===== src/hdl/mwbcg_pkg.sv =====
// ----------------------------------------------------------------------------
// Mesh-warp block coordinate generator: shared package
// Field widths, register indexes and the controller/datapath link types.
// ----------------------------------------------------------------------------
package mwbcg_pkg;

  localparam int CORNER_W = 16;  // input corner coordinate
  localparam int POS_W    = 20;  // internal signed point / step
  localparam int DIM_W    = 13;  // frame dimension register
  localparam int LOG_W    = 2;   // grid log register
  localparam int CNT_W    = 3;   // pixel column / row in block
  localparam int SRC_W    = 12;  // source coordinate output
  localparam int IDX_W    = 24;  // source address output
  localparam int CIDX_W   = 2;   // configuration index

  localparam logic [CIDX_W-1:0] CFG_GRID_LOG     = 2'd0;
  localparam logic [CIDX_W-1:0] CFG_FRAME_WIDTH  = 2'd1;
  localparam logic [CIDX_W-1:0] CFG_FRAME_HEIGHT = 2'd2;

  // Commands from the controller to the datapath.
  typedef struct packed {
    logic load;       // latch corners, compute edge steps
    logic row_init;   // start a row: line point and column step
    logic clamp;      // clamp the current point into the frame
    logic issue;      // load the output word
    logic line_adv;   // advance along the row
    logic edge_adv;   // advance both edges to the next row
  } cmd_t;

  // Status from the datapath to the controller.
  typedef struct packed {
    logic out_free;   // output register can take a word
    logic col_last;   // current pixel ends its row
    logic row_last;   // current row ends the block
  } sts_t;

  // Sign-extend a corner coordinate to the internal point width.
  function automatic logic signed [POS_W-1:0] ext_pos(input logic [CORNER_W-1:0] v);
    ext_pos = $signed({{(POS_W-CORNER_W){v[CORNER_W-1]}}, v});
  endfunction

endpackage


===== src/hdl/mesh_warp_block_coordinate_generator_top.sv =====
// ----------------------------------------------------------------------------
// Mesh-warp block coordinate generator: top level
// Turns one grid cell of four displaced corners into per-pixel source points.
// ----------------------------------------------------------------------------
// Usage:
//   Input channel (in_valid/in_ready): one word is one grid cell, the four
//   displaced corners. The block walks the 2^L x 2^L block in row-major order
//   and sends one output word per pixel (out_valid/out_ready) with the clamped
//   source column/row, the linear source address, the pixel position and a
//   last flag on the final pixel.
//   Config channel (cfg_valid/cfg_ready, always ready): index 0 grid log,
//   1 frame width, 2 frame height. Write only while the block is idle.
//   Sequence: the accept loads the corners and edge steps, each row has a
//   setup step, and each pixel two steps (clamp, then address multiply into
//   the output register). The two-step pixel loop of the controller sets the
//   rate. in_ready is high only between blocks, and a new cell is taken while
//   the last word of the previous one still waits.
//   Stall: a pending output word holds the pixel loop; nothing is dropped.
//   Reset: synchronous; registers return to grid log 1, 640 x 480, the
//   controller to idle and the output register to empty.
// ----------------------------------------------------------------------------
module mesh_warp_block_coordinate_generator_top
  import mwbcg_pkg::*;
#(
  parameter int MAX_FRAME_DIM = 4096,
  parameter int MAX_GRID_LOG  = 3
) (
  input  logic                clk,
  input  logic                rst,
  input  logic                cfg_valid,
  output logic                cfg_ready,
  input  logic [CIDX_W-1:0]   cfg_index,
  input  logic [DIM_W-1:0]    cfg_data,
  input  logic                in_valid,
  output logic                in_ready,
  input  logic [CORNER_W-1:0] upper_left_x,
  input  logic [CORNER_W-1:0] upper_left_y,
  input  logic [CORNER_W-1:0] upper_right_x,
  input  logic [CORNER_W-1:0] upper_right_y,
  input  logic [CORNER_W-1:0] lower_left_x,
  input  logic [CORNER_W-1:0] lower_left_y,
  input  logic [CORNER_W-1:0] lower_right_x,
  input  logic [CORNER_W-1:0] lower_right_y,
  output logic                out_valid,
  input  logic                out_ready,
  output logic [SRC_W-1:0]    source_x,
  output logic [SRC_W-1:0]    source_y,
  output logic [IDX_W-1:0]    source_index,
  output logic [CNT_W-1:0]    block_col,
  output logic [CNT_W-1:0]    block_row,
  output logic                last
);

  logic [LOG_W-1:0] grid_size_log;
  logic [DIM_W-1:0] frame_width, frame_height;
  logic [LOG_W-1:0] eff_log;
  logic [DIM_W-1:0] eff_width, eff_height;
  cmd_t             cmd;
  sts_t             sts;

  assign cfg_ready = 1'b1;

  // configuration registers; unknown indexes drop the write
  always_ff @(posedge clk) begin
    if (rst) begin
      grid_size_log <= LOG_W'(1);
      frame_width   <= DIM_W'(640);
      frame_height  <= DIM_W'(480);
    end else if (cfg_valid) begin
      unique case (cfg_index)
        CFG_GRID_LOG:     grid_size_log <= cfg_data[LOG_W-1:0];
        CFG_FRAME_WIDTH:  frame_width   <= cfg_data;
        CFG_FRAME_HEIGHT: frame_height  <= cfg_data;
        default: begin
        end
      endcase
    end
  end

  // effective settings: grid log 0 acts as 1 and caps at MAX_GRID_LOG, sizes clamp to [1, MAX_FRAME_DIM]
  always_comb begin
    if (grid_size_log == '0) begin
      eff_log = LOG_W'(1);
    end else if (32'(grid_size_log) > MAX_GRID_LOG) begin
      eff_log = LOG_W'(MAX_GRID_LOG);
    end else begin
      eff_log = grid_size_log;
    end
    if (frame_width == '0) begin
      eff_width = DIM_W'(1);
    end else if (32'(frame_width) > MAX_FRAME_DIM) begin
      eff_width = DIM_W'(MAX_FRAME_DIM);
    end else begin
      eff_width = frame_width;
    end
    if (frame_height == '0) begin
      eff_height = DIM_W'(1);
    end else if (32'(frame_height) > MAX_FRAME_DIM) begin
      eff_height = DIM_W'(MAX_FRAME_DIM);
    end else begin
      eff_height = frame_height;
    end
  end

  mwbcg_ctrl u_ctrl (
    .clk      (clk),
    .rst      (rst),
    .in_valid (in_valid),
    .in_ready (in_ready),
    .sts      (sts),
    .cmd      (cmd)
  );

  mwbcg_dp u_dp (
    .clk           (clk),
    .rst           (rst),
    .cmd           (cmd),
    .sts           (sts),
    .grid_log      (eff_log),
    .eff_width     (eff_width),
    .eff_height    (eff_height),
    .upper_left_x  (upper_left_x),
    .upper_left_y  (upper_left_y),
    .upper_right_x (upper_right_x),
    .upper_right_y (upper_right_y),
    .lower_left_x  (lower_left_x),
    .lower_left_y  (lower_left_y),
    .lower_right_x (lower_right_x),
    .lower_right_y (lower_right_y),
    .out_ready     (out_ready),
    .out_valid     (out_valid),
    .source_x      (source_x),
    .source_y      (source_y),
    .source_index  (source_index),
    .block_col     (block_col),
    .block_row     (block_row),
    .last          (last)
  );

endmodule


===== src/hdl/mwbcg_ctrl.sv =====
// ----------------------------------------------------------------------------
// Mesh-warp block coordinate generator: controller
// Sequences load, row setup, clamp and issue for every pixel of a block.
// ----------------------------------------------------------------------------
module mwbcg_ctrl
  import mwbcg_pkg::*;
(
  input  logic clk,
  input  logic rst,
  input  logic in_valid,
  output logic in_ready,
  input  sts_t sts,
  output cmd_t cmd
);

  typedef enum logic [3:0] {
    S_IDLE  = 4'b0001,
    S_ROW   = 4'b0010,
    S_CLAMP = 4'b0100,
    S_ISSUE = 4'b1000
  } state_t;

  state_t state, state_next;

  always_ff @(posedge clk) begin
    if (rst) begin
      state <= S_IDLE;
    end else begin
      state <= state_next;
    end
  end

  always_comb begin
    state_next = state;
    cmd        = '0;
    in_ready   = 1'b0;
    unique case (state)
      S_IDLE: begin
        in_ready = 1'b1;
        if (in_valid) begin
          cmd.load   = 1'b1;
          state_next = S_ROW;
        end
      end
      S_ROW: begin
        cmd.row_init = 1'b1;
        state_next   = S_CLAMP;
      end
      S_CLAMP: begin
        cmd.clamp  = 1'b1;
        state_next = S_ISSUE;
      end
      S_ISSUE: begin
        // hold until the output register frees up
        if (sts.out_free) begin
          cmd.issue = 1'b1;
          if (!sts.col_last) begin
            cmd.line_adv = 1'b1;
            state_next   = S_CLAMP;
          end else if (!sts.row_last) begin
            cmd.edge_adv = 1'b1;
            state_next   = S_ROW;
          end else begin
            state_next = S_IDLE;
          end
        end
      end
      default: begin
        state_next = S_IDLE;
      end
    endcase
  end

endmodule


===== src/hdl/mwbcg_dp.sv =====
// ----------------------------------------------------------------------------
// Mesh-warp block coordinate generator: datapath
// Edge and line interpolation, frame clamping, address multiply, output word.
// ----------------------------------------------------------------------------
module mwbcg_dp
  import mwbcg_pkg::*;
(
  input  logic                clk,
  input  logic                rst,
  input  cmd_t                cmd,
  output sts_t                sts,
  input  logic [LOG_W-1:0]    grid_log,
  input  logic [DIM_W-1:0]    eff_width,
  input  logic [DIM_W-1:0]    eff_height,
  input  logic [CORNER_W-1:0] upper_left_x,
  input  logic [CORNER_W-1:0] upper_left_y,
  input  logic [CORNER_W-1:0] upper_right_x,
  input  logic [CORNER_W-1:0] upper_right_y,
  input  logic [CORNER_W-1:0] lower_left_x,
  input  logic [CORNER_W-1:0] lower_left_y,
  input  logic [CORNER_W-1:0] lower_right_x,
  input  logic [CORNER_W-1:0] lower_right_y,
  input  logic                out_ready,
  output logic                out_valid,
  output logic [SRC_W-1:0]    source_x,
  output logic [SRC_W-1:0]    source_y,
  output logic [IDX_W-1:0]    source_index,
  output logic [CNT_W-1:0]    block_col,
  output logic [CNT_W-1:0]    block_row,
  output logic                last
);

  logic signed [POS_W-1:0] row_start_x, row_start_y, row_end_x, row_end_y;
  logic signed [POS_W-1:0] step_sx, step_sy, step_ex, step_ey;
  logic signed [POS_W-1:0] line_x, line_y, step_lx, step_ly;
  logic [CNT_W-1:0]        col, row;
  logic [DIM_W-1:0]        sx_c, sy_c;

  logic signed [POS_W-1:0] diff_sx, diff_sy, diff_ex, diff_ey, diff_lx, diff_ly;
  logic [DIM_W-1:0]        w_m1, h_m1, sx_next, sy_next;
  logic [CNT_W-1:0]        size_m1;
  logic [2*DIM_W-1:0]      prod, idx_sum;

  assign size_m1 = CNT_W'((4'd1 << grid_log) - 4'd1);

  assign diff_sx = ext_pos(lower_left_x) - ext_pos(upper_left_x);
  assign diff_sy = ext_pos(lower_left_y) - ext_pos(upper_left_y);
  assign diff_ex = ext_pos(lower_right_x) - ext_pos(upper_right_x);
  assign diff_ey = ext_pos(lower_right_y) - ext_pos(upper_right_y);
  assign diff_lx = row_end_x - row_start_x;
  assign diff_ly = row_end_y - row_start_y;

  assign w_m1 = eff_width - DIM_W'(1);
  assign h_m1 = eff_height - DIM_W'(1);

  // clamp the current point into [0, dim-1]
  always_comb begin
    if (line_x < 0) begin
      sx_next = '0;
    end else if (line_x > $signed({{(POS_W-DIM_W){1'b0}}, w_m1})) begin
      sx_next = w_m1;
    end else begin
      sx_next = line_x[DIM_W-1:0];
    end
    if (line_y < 0) begin
      sy_next = '0;
    end else if (line_y > $signed({{(POS_W-DIM_W){1'b0}}, h_m1})) begin
      sy_next = h_m1;
    end else begin
      sy_next = line_y[DIM_W-1:0];
    end
  end

  assign prod    = sy_c * eff_width;
  assign idx_sum = prod + (2*DIM_W)'(sx_c);

  assign sts.out_free = !out_valid || out_ready;
  assign sts.col_last = (col == size_m1);
  assign sts.row_last = (row == size_m1);

  // interpolation state
  always_ff @(posedge clk) begin
    if (cmd.load) begin
      row_start_x <= ext_pos(upper_left_x);
      row_start_y <= ext_pos(upper_left_y);
      row_end_x   <= ext_pos(upper_right_x);
      row_end_y   <= ext_pos(upper_right_y);
      step_sx     <= diff_sx >>> grid_log;
      step_sy     <= diff_sy >>> grid_log;
      step_ex     <= diff_ex >>> grid_log;
      step_ey     <= diff_ey >>> grid_log;
    end else if (cmd.edge_adv) begin
      row_start_x <= row_start_x + step_sx;
      row_start_y <= row_start_y + step_sy;
      row_end_x   <= row_end_x + step_ex;
      row_end_y   <= row_end_y + step_ey;
    end
    if (cmd.row_init) begin
      line_x  <= row_start_x;
      line_y  <= row_start_y;
      step_lx <= diff_lx >>> grid_log;
      step_ly <= diff_ly >>> grid_log;
    end else if (cmd.line_adv) begin
      line_x <= line_x + step_lx;
      line_y <= line_y + step_ly;
    end
    if (cmd.clamp) begin
      sx_c <= sx_next;
      sy_c <= sy_next;
    end
  end

  // pixel counters
  always_ff @(posedge clk) begin
    if (rst) begin
      col <= '0;
      row <= '0;
    end else begin
      if (cmd.load) begin
        row <= '0;
      end else if (cmd.edge_adv) begin
        row <= row + CNT_W'(1);
      end
      if (cmd.row_init) begin
        col <= '0;
      end else if (cmd.line_adv) begin
        col <= col + CNT_W'(1);
      end
    end
  end

  // output word
  always_ff @(posedge clk) begin
    if (rst) begin
      out_valid <= 1'b0;
    end else if (cmd.issue) begin
      out_valid <= 1'b1;
    end else if (out_ready) begin
      out_valid <= 1'b0;
    end
  end

  always_ff @(posedge clk) begin
    if (cmd.issue) begin
      source_x     <= sx_c[SRC_W-1:0];
      source_y     <= sy_c[SRC_W-1:0];
      source_index <= idx_sum[IDX_W-1:0];
      block_col    <= col;
      block_row    <= row;
      last         <= sts.col_last && sts.row_last;
    end
  end

  a_issue_free: assert property (@(posedge clk) disable iff (rst)
    cmd.issue |-> sts.out_free)
    else $error("output word issued over a pending word");

  a_load_row: assert property (@(posedge clk) disable iff (rst)
    cmd.load |=> (row == '0))
    else $error("row counter not cleared on load");

  a_row_init: assert property (@(posedge clk) disable iff (rst)
    cmd.row_init |=> (col == '0) && (line_x == $past(row_start_x))
                     && (line_y == $past(row_start_y)))
    else $error("row setup did not seed the line point");

endmodule


===== config.mk =====
export PLATFORM = sky130hd
export DESIGN_NAME = mesh_warp_block_coordinate_generator_top
export DESIGN_NICKNAME = d
export VERILOG_FILES = /design/src/hdl/mwbcg_pkg.sv /design/src/hdl/mesh_warp_block_coordinate_generator_top.sv /design/src/hdl/mwbcg_ctrl.sv /design/src/hdl/mwbcg_dp.sv
export SDC_FILE = /design/constraint.sdc
export NUM_CORES = 1
export LEC_CHECK = 0
export BUFFER_PORTS_ARGS = -buffer_cell sky130_fd_sc_hd__buf_4
export CAP_MARGIN = 20
export CELL_PAD_IN_SITES_DETAIL_PLACEMENT = 1
export CELL_PAD_IN_SITES_GLOBAL_PLACEMENT = 2
export CORE_MARGIN = 2
export CORE_UTILIZATION = 40
export CTS_CLUSTER_DIAMETER = 40
export DETAILED_ROUTE_END_ITERATION = 12
export GPL_TIMING_DRIVEN = 0
export PLACE_DENSITY_LB_ADDON = 0.1
export SYNTH_ARGS = -nofsm -noshare
export SYNTH_HDL_FRONTEND = slang
export SYNTH_SLANG_ARGS = --single-unit

===== constraint.sdc =====
create_clock -name clk -period 7.8 [get_ports clk]
set_clock_uncertainty 0.1 [all_clocks]
set_input_delay 0.78 -clock clk [delete_from_list [all_inputs] [get_ports clk]]
set_output_delay 0.78 -clock clk [all_outputs]
set_load 0.02 [all_outputs]

==> reports/results.txt, run 1 <==
Final Max Slew Viols: 0
status: complete, no violations
post-DP HPWL: 88.4 mm
wire per inst: 22.9 µm
min-delay src: cfg_data[9]
CP Data Required Time: 8060 ps
I/O Buffers: 203
Total GRT Usage: 0.272
final worst-path cycle share: 0.962
top cells by area, synth: edfxtp_1, ha_1, fa_1, a21oi_1, nand2_1
endpoints failing hold: 0
Reg2Reg Setup Slack: 300 ps
R2R depth: 23
Clock Root Buffer: clkbuf_16
WHS Endpoint: frame_width[9]
post-CTS setup buffer count: 0
vias in the first global route: 29,200
Antenna Nets Post-Route: 0
CTS Hold Bufs: 0
global-route wire length before repair: 169 mm
core area: 77,600 µm²
Post-synth EDFFs: 309
asr flop ratio synth: 0
Avg Synthesized Cell Area: 9.16 µm²
Setup violations, final: 0
Arrival @ worst endpoint: 7760 ps
Die Span X: 284 µm
share of layout cells above drive strength 1: 0.108
worst-path maximum fanout: 10
Area growth, synth to finish: 18.7%
worst-margin pin slew: 1220 ps
Hold Path Class: in2reg
drt first pass iters: 5
Design Power: 9.55 mW
hold_ws: 278 ps
H-tree depth: 3
DIE AREA: 80,700 µm²
top cell type's share of synthesized area: 0.296
largest area contributor in the netlist: edfxtp_1
worst reg2reg path startpoint: frame_width[12]
Starting Density: 0.404
YS warnings: 0
die height: 284 µm
#FFs+latches synth: 348
ANT cells: 0
final wirelength: 111 mm
clock sink total: 348
fmax: 133 MHz
Cells after Synth: 3,428
Post-Syn Nets: 4,042
setup_tns: 0 ps
Max-Cap Viols: 0
leading cell type in the layout, fill and taps excluded: nand2_1
RSZ-0062 raised after global routing: no
1st-iter DRT viols: 1,674
hold-critical path depth: 3
max_slew headroom: 0.187
CTS Buf Count: 79
total grt overflow: 0
CP endpoint kind: register
highest ir drop seen on vdd: 0.000146 V
maximum root-to-sink buffer count: 3
DR vias/cell: 5.60
r2r endpoint: u_dp.source_index[22]
crit start category: register
sequential fraction of the synthesis area: 0.321
# nets final: 4,341
gp weighted congestion: 0.930
Clk Latency, worst-skew pair: 630 ps
library cells used by synthesis: 83
Residual DRC: 0
CTS tree: done
most frequent cells in the layout: nand2_1, ha_1, inv_1
largest net degree at the start of global routing: 45
DR vias: 27,000
Core Rows: 102
Reg clk slew, reported paths: 50 ps
I/O Pins: 206
initial antenna violation count: 1
Period minus WS final: 7500 ps
synthesized cell area: 31,400 µm²
power density over the cells: 256 nW/µm²
Leak: 16.2 nW
top_reg_cell synth: edfxtp_1
critical path class: reg2reg
## cell usage after synthesis (16+ instances only)
master      n
a211oi_1   64
a21o_1     68
a21oi_1   276
a31oi_1    28
and2_1    101
and3_1     27
clkbuf_1  101
dfxtp_1    39
edfxtp_1  309
fa_1      141
ha_1      325
inv_1     317
mux2i_1    53
nand2_1   360
nand2b_1   37
nand3_1    39
nor2_1    278
nor2b_1    55
nor3_1     74
nor4_1     20
o21a_1     52
o21ai_0   140
o21ai_1    32
o31ai_1    37
or2_2      16
or3_1      32
xnor2_1   111
xor2_1     76
## kinds of logic after synthesis
group           synth area share
compound gates             0.169
xor+xnor                  0.0522
flops                      0.321
other cells             0.000119
simple gates               0.165
mux                       0.0216
buf+inv                   0.0519
fa+ha+maj                  0.220
## critical path, cell delays in order, from the launching register on
cell and delay [ps]:
dfxtp_1 360, clkbuf_1 260, nor2b_1 580, clkbuf_1 530, nand2_1 160, fa_1 450, fa_1 480, fa_1 560
inv_1 50, fa_1 460, fa_1 510, inv_1 50, fa_1 470, inv_1 40, ha_1 340, a21o_1 210
a21o_1 170, a21o_1 170, a21o_1 170, a21oi_1 120, o21ai_0 110, a41o_1 350, a311oi_1 390, xnor2_1 120
## final cells by class
type / instances / area, µm²
sequential: 348 / 10100
clock buffer: 90 / 2040
timing repair buffer: 218 / 1800
tap: 1040 / 1300
buffer: 114 / 444
fill: 8935 / 40300
multi-input combinational: 2648 / 19700
clock inverter: 54 / 686
inverter: 318 / 1190
## through the flow
stage | util | setup WS [ps] | instance area, µm² | std cells
CTS | 0.479 | 73.8 | 37200 | 4828
global placement | 0.441 | 51.2 | 34200 | 4671
detailed placement | 0.444 | -55.6 | 34500 | 4684
finish | 0.480 | 300 | 37200 | 4830
global route | 0.480 | 7.93 | 37200 | 4830
floorplan | - | 1190 | 31400 | 3428
## where the power goes
part | switching, mW | internal (mW) | leakage [nW]
clock | 1.19 | 2.23 | 1.30
sequential | 0.165 | 2.37 | 3.18
combinational | 2.12 | 1.48 | 11.7
## per-layer routing
metal	vias to the layer above	wire, µm	part of all wire	global-route usage
li1	12700	-	-	-
met1	13500	46000	0.41	0.328
met2	609	55900	0.50	0.491
met3	205	4250	0.038	0.0258
met4	2	4710	0.042	0.118
met5	-	20	0.00018	0
## worst max-delay path by stage
stage | start | end | slack (ps) | cells after the start
4_1_cts | frame_width[3] | u_dp.source_index[22] | 70 | 25
3_3_place_gp | frame_width[2] | u_dp.source_index[22] | 50 | 25
5_1_grt | frame_width[12] | u_dp.source_index[22] | 8 | 23
6_report | frame_width[12] | u_dp.source_index[22] | 300 | 23
3_5_place_dp | frame_width[3] | u_dp.source_index[23] | -60 | 22
2_1_floorplan | frame_width[2] | u_dp.source_index[22] | 1190 | 25
## timing repair
action | CTS | global route
resized for setup | 2 | 6
endpoints found under the setup margin | 3 | 3
pin swaps | 0 | 0
## flip-flops by register name, summed over array words and instances, names as in the netlist, 17 cells and up
| name | cells |
|---|---|
| u_dp.row_start_x | 20 |
| u_dp.step_ey | 17 |
| u_dp.step_ly | 20 |
| u_dp.row_end_x | 20 |
| u_dp.row_end_y | 20 |
| u_dp.step_sy | 17 |
| u_dp.step_lx | 20 |
| u_dp.step_ex | 17 |
| u_dp.step_sx | 17 |
| u_dp.line_x | 20 |
| u_dp.source_index | 24 |
| u_dp.row_start_y | 20 |
| u_dp.line_y | 20 |
No activity file was read; power rests on OpenSTA's default activity.
==> run 2, diff against run 1 <==
- CTS_BUF_LIST: default -> sky130_fd_sc_hd__clkbuf_2
==> run 2 against run 1 <==
First-iteration DRC count shrank 14%. Critical endpoint unchanged. Via count increased by 1.9%. Worst hold slack got worse by 160 ps. Wire length fell by 0.12%. Combinational power hardly changed. Critical path type unchanged. Sequential share of layout area increased by 0.57 points. Die area is the same. Flip-flop and latch count unchanged.
==> reports/results.txt, run 2 (same netlist as run 1, synthesis figures left out) <==
global-route wire length before repair: 169 mm (+0.25%)
CP Data Required Time: 8670 ps (+610 ps)
core area: 77,600 µm² (unchanged)
min-delay src: lower_right_y[1]
Period minus WS final: 7470 ps (-27.8 ps)
Final Max Slew Viols: 0 (unchanged)
crit-path max cell delay: 570 ps (about the same)
crit start category: register
max_slew headroom: 0.203 (+0.0159)
Reg2Reg Setup Slack: 330 ps (+30 ps)
worst reg2reg path startpoint: frame_width[12]
final wirelength: 111 mm (-0.12%)
vias in the first global route: 29,800 (+2.0%)
Arrival @ worst endpoint: 8340 ps (+580 ps)
H-tree depth: 3 (unchanged)
Clock Root Buffer: clkbuf_2
largest net degree at the start of global routing: 45 (unchanged)
placed cells: 4,684 (unchanged)
cell with the largest stage delay on the worst path: nor2b_1
most frequent cells in the layout: nand2_1, ha_1, inv_1
1st-iter DRT viols: 1,440 (-14%)
Area growth, synth to finish: 16.2%
max reg flops: 24 (unchanged)
cells along the critical path: clkbuf_1 -> nor2b_1 -> clkbuf_1 -> nand2_1 -> fa_1 -> fa_1 -> fa_1 -> inv_1 -> fa_1 -> fa_1 -> inv_1 -> fa_1 -> inv_1 -> ha_1 -> a21o_1 -> a21o_1 -> a21o_1 -> a21o_1 -> a21oi_1 -> o21ai_0 -> a41o_1 -> a311oi_1 -> xnor2_1
DR vias: 27,500 (+1.9%)
setup_tns: 0 ps (unchanged)
hold-critical path depth: 4 (+1)
Max-Cap Viols: 0 (unchanged)
gp weighted congestion: 0.930 (unchanged)
Starting Density: 0.404 (unchanged)
sum of buffers and inverters on the critical path: 5 (unchanged)
CP endpoint kind: register
leading cell type in the layout, fill and taps excluded: nand2_1
Antenna Nets Post-Route: 0 (unchanged)
worst-path maximum fanout: 10 (unchanged)
CP top delay family: adder cells
power density over the cells: 210 nW/µm² (-18%)
RSZ-0062 raised after global routing: no
I/O Pins: 206 (unchanged)
Layout Utilization: 0.470 (-0.00995)
Leak: 16.0 nW (-1.0%)
clock sink total: 348 (unchanged)
CTS Buf Count: 104 (+32%)
I/O Buffers: 203 (unchanged)
worst-margin pin slew: 1200 ps (-23.9 ps)
share of layout cells above drive strength 1: 0.113 (+0.00464)
endpoints failing hold: 0 (unchanged)
Design Power: 7.66 mW (-20%)
WHS Endpoint: u_dp.step_ey[0]
CTS tree: done
Die Span X: 284 µm (unchanged)
Residual DRC: 0 (unchanged)
Core Rows: 102 (unchanged)
DR vias/cell: 5.54 (-0.98%)
post-DP HPWL: 88.4 mm (unchanged)
hold_ws: 122 ps (-155 ps)
wire per inst: 22.3 µm (-2.9%)
Most Frequent Cell on Critical Path: fa_1
total grt overflow: 0 (unchanged)
drt first pass iters: 5 (unchanged)
Clk Latency, worst-skew pair: 1200 ps (+570 ps)
status: complete, no violations
final worst-path cycle share: 0.958 (-0.00356)
Non-Filler Instances: 4,968 (+2.9%)
Total GRT Usage: 0.272 (about the same)
initial antenna violation count: 3 (+2)
FILL cells: 9,118 (+2.0%)
highest ir drop seen on vdd: 0.0000792 V (-46%)
# nets final: 4,462 (+2.8%)
Hold Path Class: in2reg
critical path class: reg2reg
DIE AREA: 80,700 µm² (unchanged)
r2r endpoint: u_dp.source_index[22]
fmax: 134 MHz (+0.37%)
Setup violations, final: 0 (unchanged)
die height: 284 µm (unchanged)
Reg clk slew, reported paths: 110 ps (+60 ps)
maximum root-to-sink buffer count: 3 (unchanged)
Largest Register: u_dp.source_index
R2R depth: 23 (unchanged)
-- run 2: layout make-up --
type,instances,area (µm²),area share
Multi-Input combinational cell,2648,19700,0.541
Sequential cell,348,10100,0.276
Timing Repair Buffer,314,2760,0.0756
Tap cell,1040,1300,0.0357
Inverter,318,1190,0.0327
Clock buffer,139,696,0.0191
Buffer,114,444,0.0122
Clock inverter,46,293,0.00803
Antenna cell,1,2.50,0.0000686
-- run 2: tightest hold or removal path, delay by kind of cell --
kind	cells	cell delay, ps
buffers and inverters	2	190
muxes	1	60
adders and majority gates	1	150
-- run 2: power by group --
group          leakage (nW)  internal, mW  total (mW)  switching [mW]
Sequential             3.18          2.36        2.52           0.164
Clock                 0.734         0.605        1.52           0.912
Combinational          12.1          1.51        3.63            2.11
-- run 2: what timing repair did --
| action | in CTS | in global routing |
|---|---|---|
| setup buffers | 0 | 0 |
| hold buffers | 96 | 0 |
| setup endpoints to repair | 3 | 2 |
| gates cloned | 0 | 0 |
| hold endpoints to repair | 132 | 0 |
| resized for setup | 2 | 6 |
-- run 2: per-layer routing --
layer  track usage  wire [µm]  share of wire  vias up
li1              -          -              -    13000
met2         0.492      55800           0.50      645
met1         0.324      45600           0.41    13600
met5             0         34        0.00031        -
met4         0.119       4680          0.042        4
met3        0.0318       4620          0.042      228
-- run 2: how the worst max path moves through the flow --
| stage | start | end | slack (ps) | cells after the start |
|---|---|---|---|---|
| final | frame_width[12] | u_dp.source_index[22] | 330 | 23 |
| after global placement | frame_width[2] | u_dp.source_index[22] | 50 | 25 |
| after global routing | frame_width[12] | u_dp.source_index[22] | 10 | 23 |
| after floorplan | frame_width[2] | u_dp.source_index[22] | 1190 | 25 |
| after detailed placement | frame_width[3] | u_dp.source_index[23] | -60 | 22 |
| after CTS | frame_width[2] | u_dp.source_index[22] | 110 | 25 |
-- run 2: per-stage QoR --
| step | setup slack, ps | cell area, µm² |
|---|---|---|
| after floorplan | 1190 | 31400 |
| after global placement | 51.2 | 34200 |
| after detailed placement | -55.6 | 34500 |
| after CTS | 105 | 36400 |
| after global routing | 13.4 | 36500 |
| final | 328 | 36500 |
